## src/rtl/core/sfp_pkg.sv

```systemverilog
package sfp_pkg;

  // Fixed field widths of the byte stream and result items
  localparam int BYTE_W   = 8;
  localparam int LEN_W    = 6;
  localparam int IDX_W    = 6;

  // Bytes of each frame that are not payload: two sync, class, id, length, checksum
  localparam int FRAME_OVERHEAD = 6;

  // Configuration register map
  localparam int CFG_IDX_W = 1;
  localparam logic [CFG_IDX_W-1:0] CFG_SYNC_FIRST  = 1'b0;
  localparam logic [CFG_IDX_W-1:0] CFG_SYNC_SECOND = 1'b1;

  localparam logic [BYTE_W-1:0] SYNC_FIRST_RST  = 8'd181;
  localparam logic [BYTE_W-1:0] SYNC_SECOND_RST = 8'd98;

  typedef enum logic [3:0] {
    PH_SYNC1   = 4'd0,
    PH_SYNC2   = 4'd1,
    PH_CLASS   = 4'd2,
    PH_ID      = 4'd3,
    PH_LEN     = 4'd4,
    PH_PAYLOAD = 4'd5,
    PH_CHECK   = 4'd6,
    PH_EMIT_RD = 4'd7,
    PH_EMIT_LD = 4'd8
  } phase_t;

endpackage

```

## src/rtl/core/sfp_ram.sv

```systemverilog
module sfp_ram #(
  parameter int WIDTH = 8,
  parameter int DEPTH = 58
) (
  input  logic                                      clk,
  input  logic                                      we,
  input  logic [((DEPTH > 1) ? $clog2(DEPTH) : 1)-1:0] waddr,
  input  logic [WIDTH-1:0]                          wdata,
  input  logic                                      re,
  input  logic [((DEPTH > 1) ? $clog2(DEPTH) : 1)-1:0] raddr,
  output logic [WIDTH-1:0]                          rdata
);

  logic [WIDTH-1:0] mem [DEPTH];
  logic [WIDTH-1:0] rdata_r;

  always_ff @(posedge clk) begin
    if (we) begin
      mem[waddr] <= wdata;
    end
    if (re) begin
      rdata_r <= mem[raddr];
    end
  end

  assign rdata = rdata_r;

endmodule

```

## src/rtl/core/sync_frame_parser_top.sv

```systemverilog
// After its checksum byte is taken, an empty frame's marker goes straight to the output load;
//   otherwise each payload byte is read from the RAM, then loaded into the output register.
// Header and payload bytes are taken at 1 per cycle while no frame is being emitted; input is
//   held during emission (RAM read, then output load), plus any out_ready stalls.
// Reset (rst_n, synchronous, active low): parser back to first-sync hunt, output empty,
//   sync registers to 181 / 98. Payload RAM is not cleared.
module sync_frame_parser_top #(
  parameter int MAX_FRAME_BYTES = 64
) (
  input  logic                          clk,
  input  logic                          rst_n,

  // Byte request channel
  input  logic                          in_valid,
  output logic                          in_ready,
  input  logic [sfp_pkg::BYTE_W-1:0]    in_rx_byte,

  // Result request channel
  output logic                          out_valid,
  input  logic                          out_ready,
  output logic [sfp_pkg::BYTE_W-1:0]    out_msg_class,
  output logic [sfp_pkg::BYTE_W-1:0]    out_msg_id,
  output logic [sfp_pkg::LEN_W-1:0]     out_payload_length,
  output logic                          out_has_data,
  output logic [sfp_pkg::IDX_W-1:0]     out_byte_index,
  output logic [sfp_pkg::BYTE_W-1:0]    out_data_byte,
  output logic [sfp_pkg::BYTE_W-1:0]    out_frame_checksum,
  output logic                          out_last,

  // Configuration write port
  input  logic                          cfg_wr_en,
  input  logic [sfp_pkg::CFG_IDX_W-1:0] cfg_index,
  input  logic [sfp_pkg::BYTE_W-1:0]    cfg_wr_data
);

  // Largest payload a frame may carry; longer length bytes drop the frame.
  localparam int PL = MAX_FRAME_BYTES - sfp_pkg::FRAME_OVERHEAD;
  // Length / index width (holds 0..PL) and RAM address width
  localparam int LW = $clog2(PL + 1);
  localparam int AW = (PL > 1) ? $clog2(PL) : 1;
  localparam logic [sfp_pkg::BYTE_W:0] LIMIT9 = PL[sfp_pkg::BYTE_W:0];
  localparam logic [LW:0] ONE_L = (LW+1)'(1);

  // ---------------------------------------------------------------------------
  // Configuration registers
  // ---------------------------------------------------------------------------
  logic [sfp_pkg::BYTE_W-1:0] sync_first_r;
  logic [sfp_pkg::BYTE_W-1:0] sync_second_r;

  always_ff @(posedge clk) begin
    if (!rst_n) begin
      sync_first_r  <= sfp_pkg::SYNC_FIRST_RST;
      sync_second_r <= sfp_pkg::SYNC_SECOND_RST;
    end else if (cfg_wr_en) begin
      unique case (cfg_index)
        sfp_pkg::CFG_SYNC_FIRST:  sync_first_r  <= cfg_wr_data;
        sfp_pkg::CFG_SYNC_SECOND: sync_second_r <= cfg_wr_data;
        default: ;
      endcase
    end
  end

  // ---------------------------------------------------------------------------
  // Parser state
  // ---------------------------------------------------------------------------
  sfp_pkg::phase_t phase_r, phase_nxt;

  logic [sfp_pkg::BYTE_W-1:0] class_r,  class_nxt;
  logic [sfp_pkg::BYTE_W-1:0] id_r,     id_nxt;
  logic [LW-1:0]              len_r,    len_nxt;
  logic [LW-1:0]              fill_r,   fill_nxt;
  logic [sfp_pkg::BYTE_W-1:0] sum_r,    sum_nxt;
  logic [sfp_pkg::BYTE_W-1:0] chk_r,    chk_nxt;
  logic [LW-1:0]              rd_idx_r, rd_idx_nxt;

  // Output register: one result held until taken
  logic                       out_valid_r, out_valid_nxt;
  logic [sfp_pkg::LEN_W-1:0]  o_len_r,   o_len_nxt;
  logic [sfp_pkg::BYTE_W-1:0] o_class_r, o_class_nxt;
  logic [sfp_pkg::BYTE_W-1:0] o_id_r,    o_id_nxt;
  logic                       o_has_r,   o_has_nxt;
  logic [sfp_pkg::IDX_W-1:0]  o_idx_r,   o_idx_nxt;
  logic [sfp_pkg::BYTE_W-1:0] o_data_r,  o_data_nxt;
  logic [sfp_pkg::BYTE_W-1:0] o_chk_r,   o_chk_nxt;
  logic                       o_last_r,  o_last_nxt;

  // Payload RAM interface
  logic                       ram_we;
  logic                       ram_re;
  logic [sfp_pkg::BYTE_W-1:0] ram_rdata;

  logic in_fire;
  logic out_free;
  logic emit_last;
  logic emit_load;

  sfp_ram #(
    .WIDTH (sfp_pkg::BYTE_W),
    .DEPTH (PL)
  ) u_payload_ram (
    .clk   (clk),
    .we    (ram_we),
    .waddr (fill_r[AW-1:0]),
    .wdata (in_rx_byte),
    .re    (ram_re),
    .raddr (rd_idx_r[AW-1:0]),
    .rdata (ram_rdata)
  );

  // Input is blocked only in the emit phases, while a frame is put out; writes
  // happen in the payload phase and reads in the emit phases, so the two
  // never touch the RAM in the same cycle.
  assign in_ready  = (phase_r != sfp_pkg::PH_EMIT_RD) && (phase_r != sfp_pkg::PH_EMIT_LD);
  assign in_fire   = in_valid && in_ready;
  assign out_free  = !out_valid_r || out_ready;
  // Final result: last payload index, or the lone marker of an empty frame
  assign emit_last = (len_r == '0) || (({1'b0, rd_idx_r} + ONE_L) == {1'b0, len_r});

  always_ff @(posedge clk) begin
    if (!rst_n) begin
      phase_r     <= sfp_pkg::PH_SYNC1;
      out_valid_r <= 1'b0;
    end else begin
      phase_r     <= phase_nxt;
      out_valid_r <= out_valid_nxt;
    end
  end

  always_ff @(posedge clk) begin
    class_r   <= class_nxt;
    id_r      <= id_nxt;
    len_r     <= len_nxt;
    fill_r    <= fill_nxt;
    sum_r     <= sum_nxt;
    chk_r     <= chk_nxt;
    rd_idx_r  <= rd_idx_nxt;
    o_class_r <= o_class_nxt;
    o_id_r    <= o_id_nxt;
    o_len_r   <= o_len_nxt;
    o_has_r   <= o_has_nxt;
    o_idx_r   <= o_idx_nxt;
    o_data_r  <= o_data_nxt;
    o_chk_r   <= o_chk_nxt;
    o_last_r  <= o_last_nxt;
  end

  always_comb begin
    phase_nxt     = phase_r;
    class_nxt     = class_r;
    id_nxt        = id_r;
    len_nxt       = len_r;
    fill_nxt      = fill_r;
    sum_nxt       = sum_r;
    chk_nxt       = chk_r;
    rd_idx_nxt    = rd_idx_r;
    out_valid_nxt = out_valid_r && !out_ready;
    o_class_nxt   = o_class_r;
    o_id_nxt      = o_id_r;
    o_len_nxt     = o_len_r;
    o_has_nxt     = o_has_r;
    o_idx_nxt     = o_idx_r;
    o_data_nxt    = o_data_r;
    o_chk_nxt     = o_chk_r;
    o_last_nxt    = o_last_r;
    ram_we        = 1'b0;
    ram_re        = 1'b0;
    emit_load     = 1'b0;

    unique case (phase_r)
      sfp_pkg::PH_SYNC1: begin
        if (in_fire && (in_rx_byte == sync_first_r)) begin
          phase_nxt = sfp_pkg::PH_SYNC2;
        end
      end
      sfp_pkg::PH_SYNC2: begin
        // A wrong second byte is dropped, not rechecked as a first sync
        if (in_fire) begin
          phase_nxt = (in_rx_byte == sync_second_r) ? sfp_pkg::PH_CLASS : sfp_pkg::PH_SYNC1;
        end
      end
      sfp_pkg::PH_CLASS: begin
        if (in_fire) begin
          class_nxt = in_rx_byte;
          sum_nxt   = in_rx_byte;
          phase_nxt = sfp_pkg::PH_ID;
        end
      end
      sfp_pkg::PH_ID: begin
        if (in_fire) begin
          id_nxt    = in_rx_byte;
          sum_nxt   = sum_r + in_rx_byte;
          phase_nxt = sfp_pkg::PH_LEN;
        end
      end
      sfp_pkg::PH_LEN: begin
        if (in_fire) begin
          if ({1'b0, in_rx_byte} > LIMIT9) begin
            phase_nxt = sfp_pkg::PH_SYNC1;
          end else begin
            len_nxt   = in_rx_byte[LW-1:0];
            sum_nxt   = sum_r + in_rx_byte;
            fill_nxt  = '0;
            phase_nxt = (in_rx_byte == '0) ? sfp_pkg::PH_CHECK : sfp_pkg::PH_PAYLOAD;
          end
        end
      end
      sfp_pkg::PH_PAYLOAD: begin
        if (in_fire) begin
          ram_we   = 1'b1;
          fill_nxt = fill_r + 1'b1;
          sum_nxt  = sum_r + in_rx_byte;
          if (({1'b0, fill_r} + ONE_L) >= {1'b0, len_r}) begin
            phase_nxt = sfp_pkg::PH_CHECK;
          end
        end
      end
      sfp_pkg::PH_CHECK: begin
        if (in_fire) begin
          chk_nxt    = in_rx_byte;
          rd_idx_nxt = '0;
          if (in_rx_byte == sum_r) begin
            // Empty frame needs no RAM read
            phase_nxt = (len_r == '0) ? sfp_pkg::PH_EMIT_LD : sfp_pkg::PH_EMIT_RD;
          end else begin
            phase_nxt = sfp_pkg::PH_SYNC1;
          end
        end
      end
      sfp_pkg::PH_EMIT_RD: begin
        ram_re    = 1'b1;
        phase_nxt = sfp_pkg::PH_EMIT_LD;
      end
      sfp_pkg::PH_EMIT_LD: begin
        // RAM data holds until the next read, so wait here for room
        if (out_free) begin
          emit_load     = 1'b1;
          out_valid_nxt = 1'b1;
          o_class_nxt   = class_r;
          o_id_nxt      = id_r;
          o_len_nxt     = sfp_pkg::LEN_W'(len_r);
          o_has_nxt     = (len_r != '0);
          o_idx_nxt     = sfp_pkg::IDX_W'(rd_idx_r);
          o_data_nxt    = (len_r != '0) ? ram_rdata : '0;
          o_chk_nxt     = chk_r;
          o_last_nxt    = emit_last;
          if (emit_last) begin
            phase_nxt = sfp_pkg::PH_SYNC1;
          end else begin
            rd_idx_nxt = rd_idx_r + 1'b1;
            phase_nxt  = sfp_pkg::PH_EMIT_RD;
          end
        end
      end
      default: begin
        // Unused phase code: consume the byte and resume hunting
        if (in_fire) begin
          phase_nxt = sfp_pkg::PH_SYNC1;
        end
      end
    endcase
  end

  assign out_valid          = out_valid_r;
  assign out_msg_class      = o_class_r;
  assign out_msg_id         = o_id_r;
  assign out_payload_length = o_len_r;
  assign out_has_data       = o_has_r;
  assign out_byte_index     = o_idx_r;
  assign out_data_byte      = o_data_r;
  assign out_frame_checksum = o_chk_r;
  assign out_last           = o_last_r;

  // ---------------------------------------------------------------------------
  // Assertions
  // ---------------------------------------------------------------------------
  a_fill_in_range: assert property (@(posedge clk) disable iff (!rst_n)
    (phase_r == sfp_pkg::PH_PAYLOAD) |-> ({1'b0, fill_r} < {1'b0, len_r}))
    else $error("payload fill index beyond frame length");

  a_len_in_limit: assert property (@(posedge clk) disable iff (!rst_n)
    (phase_r == sfp_pkg::PH_PAYLOAD || phase_r == sfp_pkg::PH_CHECK ||
     phase_r == sfp_pkg::PH_EMIT_RD || phase_r == sfp_pkg::PH_EMIT_LD)
    |-> ({1'b0, len_r} <= LIMIT9))
    else $error("held length above payload limit");

  a_rd_in_range: assert property (@(posedge clk) disable iff (!rst_n)
    (phase_r == sfp_pkg::PH_EMIT_RD || phase_r == sfp_pkg::PH_EMIT_LD)
    |-> (len_r == '0 || rd_idx_r < len_r))
    else $error("emit read index beyond frame length");

  a_last_ends_emit: assert property (@(posedge clk) disable iff (!rst_n)
    (emit_load && emit_last) |=> (phase_r == sfp_pkg::PH_SYNC1 && out_valid_r && out_last))
    else $error("final result did not end the frame run");

  a_no_emit_with_pending: assert property (@(posedge clk) disable iff (!rst_n)
    emit_load |-> (!out_valid_r || out_ready))
    else $error("result loaded over an untaken result");

endmodule
```

## config.mk

```make
export PLATFORM = sky130hd
export DESIGN_NAME = sync_frame_parser_top
export DESIGN_NICKNAME = d
export VERILOG_FILES = /design/src/rtl/core/sfp_pkg.sv /design/src/rtl/core/sfp_ram.sv /design/src/rtl/core/sync_frame_parser_top.sv
export SDC_FILE = /design/constraint.sdc
export NUM_CORES = 1
export LEC_CHECK = 0
export BUFFER_PORTS_ARGS = -buffer_cell sky130_fd_sc_hd__buf_2
export CAP_MARGIN = 25
export CORE_MARGIN = 2
export CORE_UTILIZATION = 60
export CTS_CLUSTER_SIZE = 10
export DETAILED_ROUTE_END_ITERATION = 8
export PLACE_DENSITY = 0.77
export SLEW_MARGIN = 20
export SYNTH_ARGS = -nofsm -noshare
export SYNTH_HDL_FRONTEND = slang
export SYNTH_SLANG_ARGS = --single-unit
```

## constraint.sdc

```tcl
create_clock -name clk -period 4.1 [get_ports clk]
set_input_delay 0 -clock clk [delete_from_list [all_inputs] [get_ports clk]]
set_output_delay 0 -clock clk [all_outputs]
set_load 0.01 [all_outputs]
```

# ---- After elaboration in Yosys (flattened, before gate mapping)
# Memory sizes are Yosys's and may differ from the RTL's. A register that Yosys moved wholly into a read port is not among the register bits.
# Cells that the tools add are included.
# Widths: inputs -> output; s select.
dict set report totals {
  ff_bits 117
  ramBits 464
  out_inout_bits 48
  elab_cells 120
  mem_count 1
}
dict set report classes {
  addsub 5
  magnitude_cmp 2
  eq_ne 26
  n_mux 37
  bitwise_logic 2
  n_reduce_logical 28
}
# name words word_bits rd rd_ports_with_merged_regs write_ports line
set mem_list {}
lappend mem_list {u_payload_ram.mem 58 8 1 1 1 sfp_ram.sv:14} ;# logic [WIDTH-1:0] mem [DEPTH];
# operator n
set ops {}
lappend ops {{$mux 4} 12}
lappend ops {{$mux 6} 6}
lappend ops {{$pmux 4 s9} 1}
lappend ops {{$mux 8} 4}
lappend ops {{$eq 8x8->1} 3}
lappend ops {{$pmux 6 s2} 2}
lappend ops {{$pmux 8 s3} 1}
lappend ops {{$ne 2x2->1 const B} 11}
lappend ops {{$eq 4x3->1 const B} 4}
lappend ops {{$add 6x1->7 const B} 2}
lappend ops {{$add 6x1->6 const B} 2}
lappend ops {{$reduce_and 2->1} 6}
lappend ops {{$reduce_and 10->1} 1}
lappend ops {{$add 8x8->8} 1}
lappend ops {{$eq 4x2->1 const B} 2}
lappend ops {{$gt 8x6->1 const B} 1}
lappend ops {{$logic_not 8->1} 1}
lappend ops {{$reduce_and 4->1} 2}
lappend ops {{$eq 7x6->1} 1}
lappend ops {{$ge 7x6->1} 1}
lappend ops {{$mux 1} 7}
lappend ops {{$logic_not 6->1} 1}
lappend ops {{$mux 3} 2}
lappend ops {{$reduce_bool 6->1} 1}
lappend ops {{17 further kinds} 25}

# ---- Logic depth before layout (Yosys ltp)
# Gate-level depths: netlist of the first run.
dict set report logic_depth {
  ltp_word 7
  mapped_depth 10
  ltp_nobuf 10
}

# ---- By module
# From an unflattened synthesis of the first run, not the netlist that was laid out.
dict set report hier_totals {
  cells_unflattened 1328
  hier_area_um2 23616.4
}
# module n_inst cells_each area_each_um2 seq_area_each_um2
set by_module_without_submodules {}
lappend by_module_without_submodules {sfp_ram 1 917 18442.7 14173.6}
lappend by_module_without_submodules {sync_frame_parser_top 1 411 5173.7 3303.2}

# ---- Worst setup path before layout of the first run
# OpenSTA, ideal clock, no wires.
dict set report synth_path {
  path_type {reg2reg}
  from {register phase_r[1]}
  to {register o_idx_r (netlist bit out_byte_index[0]) (enable)}
  setup_ps 450
  t_arrival_ps 2896
  t_required_ps 3650
  setup_slack_ps 754
  path_stages_with_launch 5
  path_buffers 1
  period_less_slack_ps 3346
  cell_sequence {dfxtp_1 > buf_2 > nor3_1 > nand2_1 > nor2_1}
}
dict set report synth_between {
  elab_chain_len 2
}
# item line
set synth_rtl {}
lappend synth_rtl {{start: declaration} sync_frame_parser_top.sv:66} ;# sfp_pkg::phase_t phase_r, phase_nxt;
lappend synth_rtl {{start signal: assignment} sync_frame_parser_top.sv:121} ;# phase_r <= sfp_pkg::PH_SYNC1;
lappend synth_rtl {{start signal: assignment} sync_frame_parser_top.sv:124} ;# phase_r <= phase_nxt;
lappend synth_rtl {{$eq 4x4->1} sync_frame_parser_top.sv:169} ;# unique case (phase_r)
lappend synth_rtl {{$reduce_and 2->1 (no line)} n/a}
lappend synth_rtl {{end signal: assignment} sync_frame_parser_top.sv:141} ;# o_idx_r <= o_idx_nxt;
lappend synth_rtl {{end: declaration} sync_frame_parser_top.sv:82} ;# logic [sfp_pkg::IDX_W-1:0] o_idx_r, o_idx_nxt;
# Every way passes these cells.
# A chain may end at the register's enable or synchronous reset.

# ---- Worst setup path after layout of the first run
dict set report layout_path {
  from {register rd_idx_r[1]}
  to {register rd_idx_r[1] (enable)}
}
dict set report layout_between {
  elab_chain_len 5
}
# item line
set layout_rtl {}
lappend layout_rtl {{start: declaration} sync_frame_parser_top.sv:74} ;# logic [LW-1:0] rd_idx_r, rd_idx_nxt;
lappend layout_rtl {{start signal: assignment} sync_frame_parser_top.sv:136} ;# rd_idx_r <= rd_idx_nxt;
lappend layout_rtl {{$add 6x1->7} sync_frame_parser_top.sv:117} ;# assign emit_last = (len_r == '0) || (({1'b0, rd_idx_r} + ONE_L) == {1'b0, len_r});
lappend layout_rtl {{$eq 7x6->1} sync_frame_parser_top.sv:117}
lappend layout_rtl {{$logic_or 1x1->1} sync_frame_parser_top.sv:117}
lappend layout_rtl {{$ne 2x2->1 (no line)} n/a}
lappend layout_rtl {{$reduce_and 4->1 (no line)} n/a}
# Every way passes these cells.

==> load_flow_metrics.sql, run 1 <==
INSERT INTO impl_metrics (metric_group, metric, value, unit) VALUES
('power', 'power_switching_share', '23.6', '%'),
('cts', 'clock_path_buffers', '3', ''),
('floorplan', 'ios', '70', ''),
('timing', 'hold_violation_count_in_the_final_report', '0', ''),
('route', 'antenna_left', '0', ''),
('logic_synthesis', 'synth_top_cell_by_area', 'edfxtp_1', ''),
('placed_design', 'placement.io_buffers', '69', ''),
('route', 'drt-vias-per-instance', '6.44', ''),
('timing', 'final_layout_setup_total_negative_slack', '0', 'ns'),
('setup_path', 'worstPathArrival', '3.48', 'ns'),
('finish', 'post_route_cells_drive_above_1_share', '21.7', '%'),
('cts', 'cts.htree.levels', '3', ''),
('cts', 'tritoncts.num_buffers', '69', ''),
('floorplan', 'rows', '72', ''),
('cts', 'cts_root_buf', 'clkbuf_16', ''),
('floorplan', 'floorplan.die.width', '201', 'um'),
('placed_design', 'place.gp.congestion', '0.852', ''),
('global_routing', 'grt_overflow_total', '0', ''),
('logic_synthesis', 'postSynthAreaPerCell', '18.7', 'um^2'),
('floorplan', 'die_h', '201', 'um'),
('cts', 'clk_transition_reported_paths', '0.05', 'ns'),
('route', 'detail_route.drc_violations', '0', ''),
('setup_path', 'crit_required', '4.30', 'ns'),
('route', 'first_pass_iters', '6', ''),
('finish', 'layout.area.seq', '0.0175', 'mm^2'),
('power', 'net-switching-power', '3290', 'uW'),
('finish', 'multi_input_comb_area', '0.00548', 'mm^2'),
('finish', 'filler_cell_count', '2383', ''),
('finish', 'diodes', '0', ''),
('setup_path', 'crit_path_max_fanout', '18', ''),
('min_path', 'hold_class', 'in -> reg', ''),
('power', 'irDropWorstVdd', '0.373', 'mV'),
('logic_synthesis', 'synth.top_cells.by_count', 'edfxtp_1, mux4_2, nor2_1, nand2_1, mux2i_1', ''),
('floorplan', 'initial_core_util', '60.5', '%'),
('finish', 'nets', '1447', ''),
('placed_design', 'detailedPlacementHpwl', '30.9', 'mm'),
('logic_synthesis', 'synth_flop_cell', 'edfxtp_1', ''),
('cts', 'post_cts.repair.setup_buffers', '0', ''),
('power', 'power.density_cell_area', '522', 'mW/mm^2'),
('run_status', 'status', 'finished, final reports clean', ''),
('logic_synthesis', 'post_synth_num_cell_types', '50', ''),
('global_routing', 'grt_use_total', '26.6', '%'),
('logic_synthesis', 'synthTopCellsByArea', 'edfxtp_1, mux4_2, mux2i_1', ''),
('global_routing', 'via_count_of_the_first_global_routing_pass', '12500', ''),
('placed_design', 'place.detailed.instances', '1816', ''),
('route', 'drt_first_iter_violations', '1452', ''),
('timing', 'setup_repair_after_global_routing_missed_its_margin', 'false', ''),
('power', 'p_comb_share', '12.8', '%'),
('logic_synthesis', 'synthesis.nets', '1286', ''),
('flow_run', 'drv_cap', '0', ''),
('timing', 'fmaxAchievable', '305', 'MHz'),
('finish', 'fin_cells', '1941', ''),
('cts', 'worstSkewPairLatency', '0.58', 'ns'),
('floorplan', 'floorplan.die_area', '0.0405', 'mm^2'),
('timing', 'max_slew.worst_pin.slew', '1.04', 'ns'),
('finish', 'largest_register_ff_count', '464', ''),
('timing', 'min_period', '3.28', 'ns'),
('cts', 'tritoncts', 'yes', ''),
('timing', 'number_of_endpoints_failing_setup_at_the_final_stage', '0', ''),
('power', 'power_leakage', '0.00877', 'uW'),
('finish', 'area.growth.synth_to_final', '14.2', '%'),
('logic_synthesis', 'synth-edff-count', '568', ''),
('logic_synthesis', 'synthMostInstantiatedCell', 'edfxtp_1', ''),
('finish', 'largest-register', 'u_payload_ram.mem', ''),
('timing', 'slew_violations', '0', ''),
('global_routing', 'grt_first_pass_wirelength', '78.5', 'mm'),
('logic_synthesis', 'yosys.area.top_type_share', '73.1', '%'),
('setup_path', 'worst-setup-path-type', 'reg -> reg', ''),
('timing', 'relSlewSlack', '30.5', '%'),
('logic_synthesis', 'synth_sequential_area_ratio', '74.9', '%'),
('route', 'detailroute.via_count', '12500', '');
critical path: stages, from the launching register on:
cell      delay (ns)
edfxtp_1        0.90
nand3_1         0.41
xnor2_1         0.29
o22ai_1         0.12
o21ai_0         0.36
nand3_1         0.23
a21oi_1         0.60
kinds of logic after synthesis:
group	synth area share, %
adders and majority gates	0.890
muxes	12.7
AOI/OAI and AO/OA	3.59
xor gates and xnor gates	1.41
buffers and inverters	1.62
DFF	74.9
and+or+nand+nor	4.87
layout make-up:
cell class                 instances  area share, %
tap                              518           2.43
clock buffer                      83           6.84
inverter                          11          0.155
sequential                       589           65.6
clock inverter                     2         0.0657
multi-input combinational        581           20.6
timing repair buffer             157           4.35
layout by cell type, fill, tap and decap left out, drive strengths merged, types with 31 or more instances in the layout:
cell,instances
mux4,112
mux2i,43
edfxtp,568
a21oi,31
clkbuf,83
dlygate4sd3,39
buf,118
nand2,75
nor2,84
worst paths after layout:
path | depth (start not counted) | startpoint | end | slack (ns)
worst min register to register | 0 | class_r[5] | out_msg_class[5] | 0.42
worst max register to register | 6 | rd_idx_r[1] | rd_idx_r[1] | 0.82
worst min-delay path | 4 | cfg_wr_data[2] | sync_second_r[2] | 0.28
worst max-delay path | 6 | rd_idx_r[1] | rd_idx_r[1] | 0.82
power groups by stage:
stage	clock network [uW]	registers [uW]	logic [uW]
final	5260	6870	1780
after global routing	5550	6880	1910
after CTS	5290	6870	1780
after detailed placement	0	6980	1740
after global placement	0	6980	1690
after floorplan	0	6990	1210
routing by layer:
layer | part of all wire [%] | vias up | global-route usage, %
met5 | 0 | - | 0
li1 | - | 5285 | -
met3 | 8.9 | 112 | 4.66
met2 | 50 | 711 | 44.1
met1 | 38 | 6392 | 36.3
met4 | 3.0 | 0 | 9.38
per-stage QoR:
stage                     worst slack [ns]  power (uW)  hold slack (ns)  util (%)  cell area, um^2
after global routing                 0.669       14300            0.295      69.1            26600
final                                0.823       13900            0.276      69.1            26600
after global placement               0.847        8670            0.249      63.2            24400
after floorplan                      0.754        8190           0.0989         -            23300
after detailed placement             0.861        8730            0.245      63.3            24400
after CTS                            0.823       13900            0.272      69.1            26600
No activity file was read; power rests on OpenSTA's default activity.
==> inputs of run 2 (changes only) <==
clock period = 3.1 ns   (was 4.1 ns; I/O delays follow)
==> run 2 against run 1 <==
Effect of this change: non-clock buffer count up 49; sequential share of layout area shrank 1.2 points; worst setup slack worse by 0.68 ns; largest cell class unchanged; critical path depth is the same.
==> load_flow_metrics.sql, run 2 (synthesis results as in run 1) <==
INSERT INTO impl_metrics (metric_group, metric, value, unit) VALUES
('floorplan', 'rows', '72', ''),
('finish', 'final_cell_mix', 'edfxtp_1, mux4_2, buf_4', ''),
('route', 'detailroute.via_count', '12800', ''),
('setup_path', 'endpoint_kind', 'register', ''),
('timing', 'setup_repair_after_global_routing_missed_its_margin', 'false', ''),
('finish', 'post_route_cells_drive_above_1_share', '24.4', '%'),
('timing', 'relSlewSlack', '44.2', '%'),
('min_path', 'hold_class', 'in -> reg', ''),
('global_routing', 'grt_overflow_total', '0', ''),
('finish', 'most_common_cell_after_layout_fill_and_taps_aside', 'edfxtp_1', ''),
('global_routing', 'grt_use_total', '27.6', '%'),
('setup_path', 'worst-setup-path-type', 'reg -> reg', ''),
('setup_path', 'crit_path_start_kind', 'register', ''),
('placed_design', 'place.gp.congestion', '0.875', ''),
('cts', 'post_cts.repair.setup_buffers', '0', ''),
('timing', 'number_of_endpoints_failing_setup_at_the_final_stage', '0', ''),
('cts', 'cts.htree.levels', '3', ''),
('setup_path', 'crit_required', '3.43', 'ns'),
('cts', 'post_cts.resized_instances', '0', ''),
('placed_design', 'placement.io_buffers', '69', ''),
('global_routing', 'via_count_of_the_first_global_routing_pass', '12900', ''),
('timing', 'min_period', '2.96', 'ns'),
('route', 'antenna_left', '0', ''),
('floorplan', 'floorplan.die_area', '0.0405', 'mm^2'),
('floorplan', 'ios', '70', ''),
('finish', 'filler_cell_count', '2318', ''),
('timing', 'final_layout_setup_total_negative_slack', '0', 'ns'),
('cts', 'cts_root_buf', 'clkbuf_16', ''),
('cts', 'cts_num_sinks', '589', ''),
('finish', 'largest-register', 'u_payload_ram.mem', ''),
('power', 'power.density_cell_area', '690', 'mW/mm^2'),
('run_status', 'status', 'finished, final reports clean', ''),
('route', 'first_pass_iters', '6', ''),
('global_routing', 'largest_net_degree_at_the_start_of_global_routing', '78', ''),
('finish', 'area.growth.synth_to_final', '16.3', '%'),
('floorplan', 'floorplan.die.width', '201', 'um'),
('floorplan', 'initial_core_util', '60.5', '%'),
('timing', 'timing.clock.skew', '0.0312', 'ns'),
('finish', 'nets', '1496', ''),
('route', 'drt_first_iter_violations', '1387', ''),
('cts', 'clk_transition_reported_paths', '0.07', 'ns'),
('timing', 'fmaxAchievable', '338', 'MHz'),
('route', 'drt_wl_total', '54.1', 'mm'),
('cts', 'tritoncts', 'yes', ''),
('cts', 'worstSkewPairLatency', '0.60', 'ns'),
('timing', 'worst_hold_slack', '0.292', 'ns'),
('cts', 'tritoncts.num_buffers', '69', ''),
('power', 'irDropWorstVdd', '0.416', 'mV'),
('floorplan', 'core-area', '0.0386', 'mm^2'),
('timing', 'max_slew.worst_pin.slew', '0.830', 'ns'),
('finish', 'diodes', '0', ''),
('global_routing', 'grt_first_pass_wirelength', '82.2', 'mm'),
('setup_path', 'crit_path_max_fanout', '30', ''),
('power', 'power_leakage', '0.00906', 'uW'),
('placed_design', 'detailedPlacementHpwl', '31.7', 'mm'),
('cts', 'clock_path_buffers', '3', ''),
('floorplan', 'die_h', '201', 'um'),
('global_routing', 'antenna_found_initial', '1', ''),
('timing', 'fin_crit_sh', '95.4', '%'),
('route', 'detail_route.drc_violations', '0', ''),
('setup_path', 'worstPathArrival', '3.29', 'ns'),
('timing', 'hold_violation_count_in_the_final_report', '0', ''),
('route', 'mean_routed_wirelength_per_cell', '27.1', 'um'),
('route', 'drt-vias-per-instance', '6.40', ''),
('flow_run', 'drv_cap', '0', ''),
('timing', 'slew_violations', '0', ''),
('finish', 'largest_register_ff_count', '464', '');
==> run 2: changes by cell type in the layout (fill, tap and decap cells not counted) <==
cell	change
inv_6	-1
buf_2	-1
clkbuf_1	+1
clkinv_4	+1
clkinv_8	+2
buf_4	+47
dlygate4sd3_1	+1
buf_16	-1
buf_12	+3
clkbuf_16	+2
==> run 2: worst max-delay path: stages, from the launching register on <==
cell and delay [ns]:
edfxtp_1 0.48, buf_12 0.28, buf_4 0.33, mux4_2 0.55, mux4_2 0.53, o22ai_1 0.40, a21oi_1 0.08
==> run 2: area by class of cell <==
class                      count  area, um^2  share of cell area [%]
sequential                   589       17500                    64.4
multi-input combinational    581        5480                    20.2
clock buffer                  86        1880                    6.91
timing repair buffer         206        1550                    5.71
tap                          518         648                    2.39
clock inverter                 4        50.0                   0.185
inverter                      11        41.3                   0.152
==> run 2: metrics by stage <==
stage                     cell area (um^2)  setup slack, ns  utilization, %  instances  total power [uW]
after floorplan                      23300            0.513               -       1248             10800
after global placement               24800            0.248            64.3       1865             11600
after detailed placement             24800            0.192            64.3       1865             11600
after CTS                            27100            0.180            70.3       1995             18700
after global routing                 27100           0.0542            70.3       1995             19300
final                                27100            0.144            70.3       1995             18700
==> run 2: report_power, final <==
group / leakage, uW / switching (uW) / internal (uW)
sequential: 0.00530 / 118 / 8960
clock: 0.000937 / 2950 / 4210
combinational: 0.00283 / 1430 / 1050
total: 0.00906 / 4500 / 14200
==> run 2: layer usage <==
layer | wire length (um) | GRT usage [%] | vias up
li1 | - | - | 5401
met1 | 20200 | 37.8 | 6524
met2 | 27500 | 45.5 | 745
met3 | 5110 | 5.67 | 93
met4 | 1340 | 8.59 | 2
met5 | 13 | 0 | -
==> run 2: what timing repair did <==
action,4_1_cts,5_1_grt
hold buffers,40,0
endpoints found under the hold margin,64,0
endpoints found under the setup margin,0,0
==> run 2: worst paths after layout <==
check,startpoint,endpoint,cells past startpoint,slack [ns]
max,rd_idx_r[0],u_payload_ram.rdata[1],6,0.14
min,cfg_wr_data[7],sync_second_r[7],4,0.29
max reg2reg,rd_idx_r[0],u_payload_ram.rdata[1],6,0.14
min reg2reg,id_r[4],out_msg_id[4],0,0.42
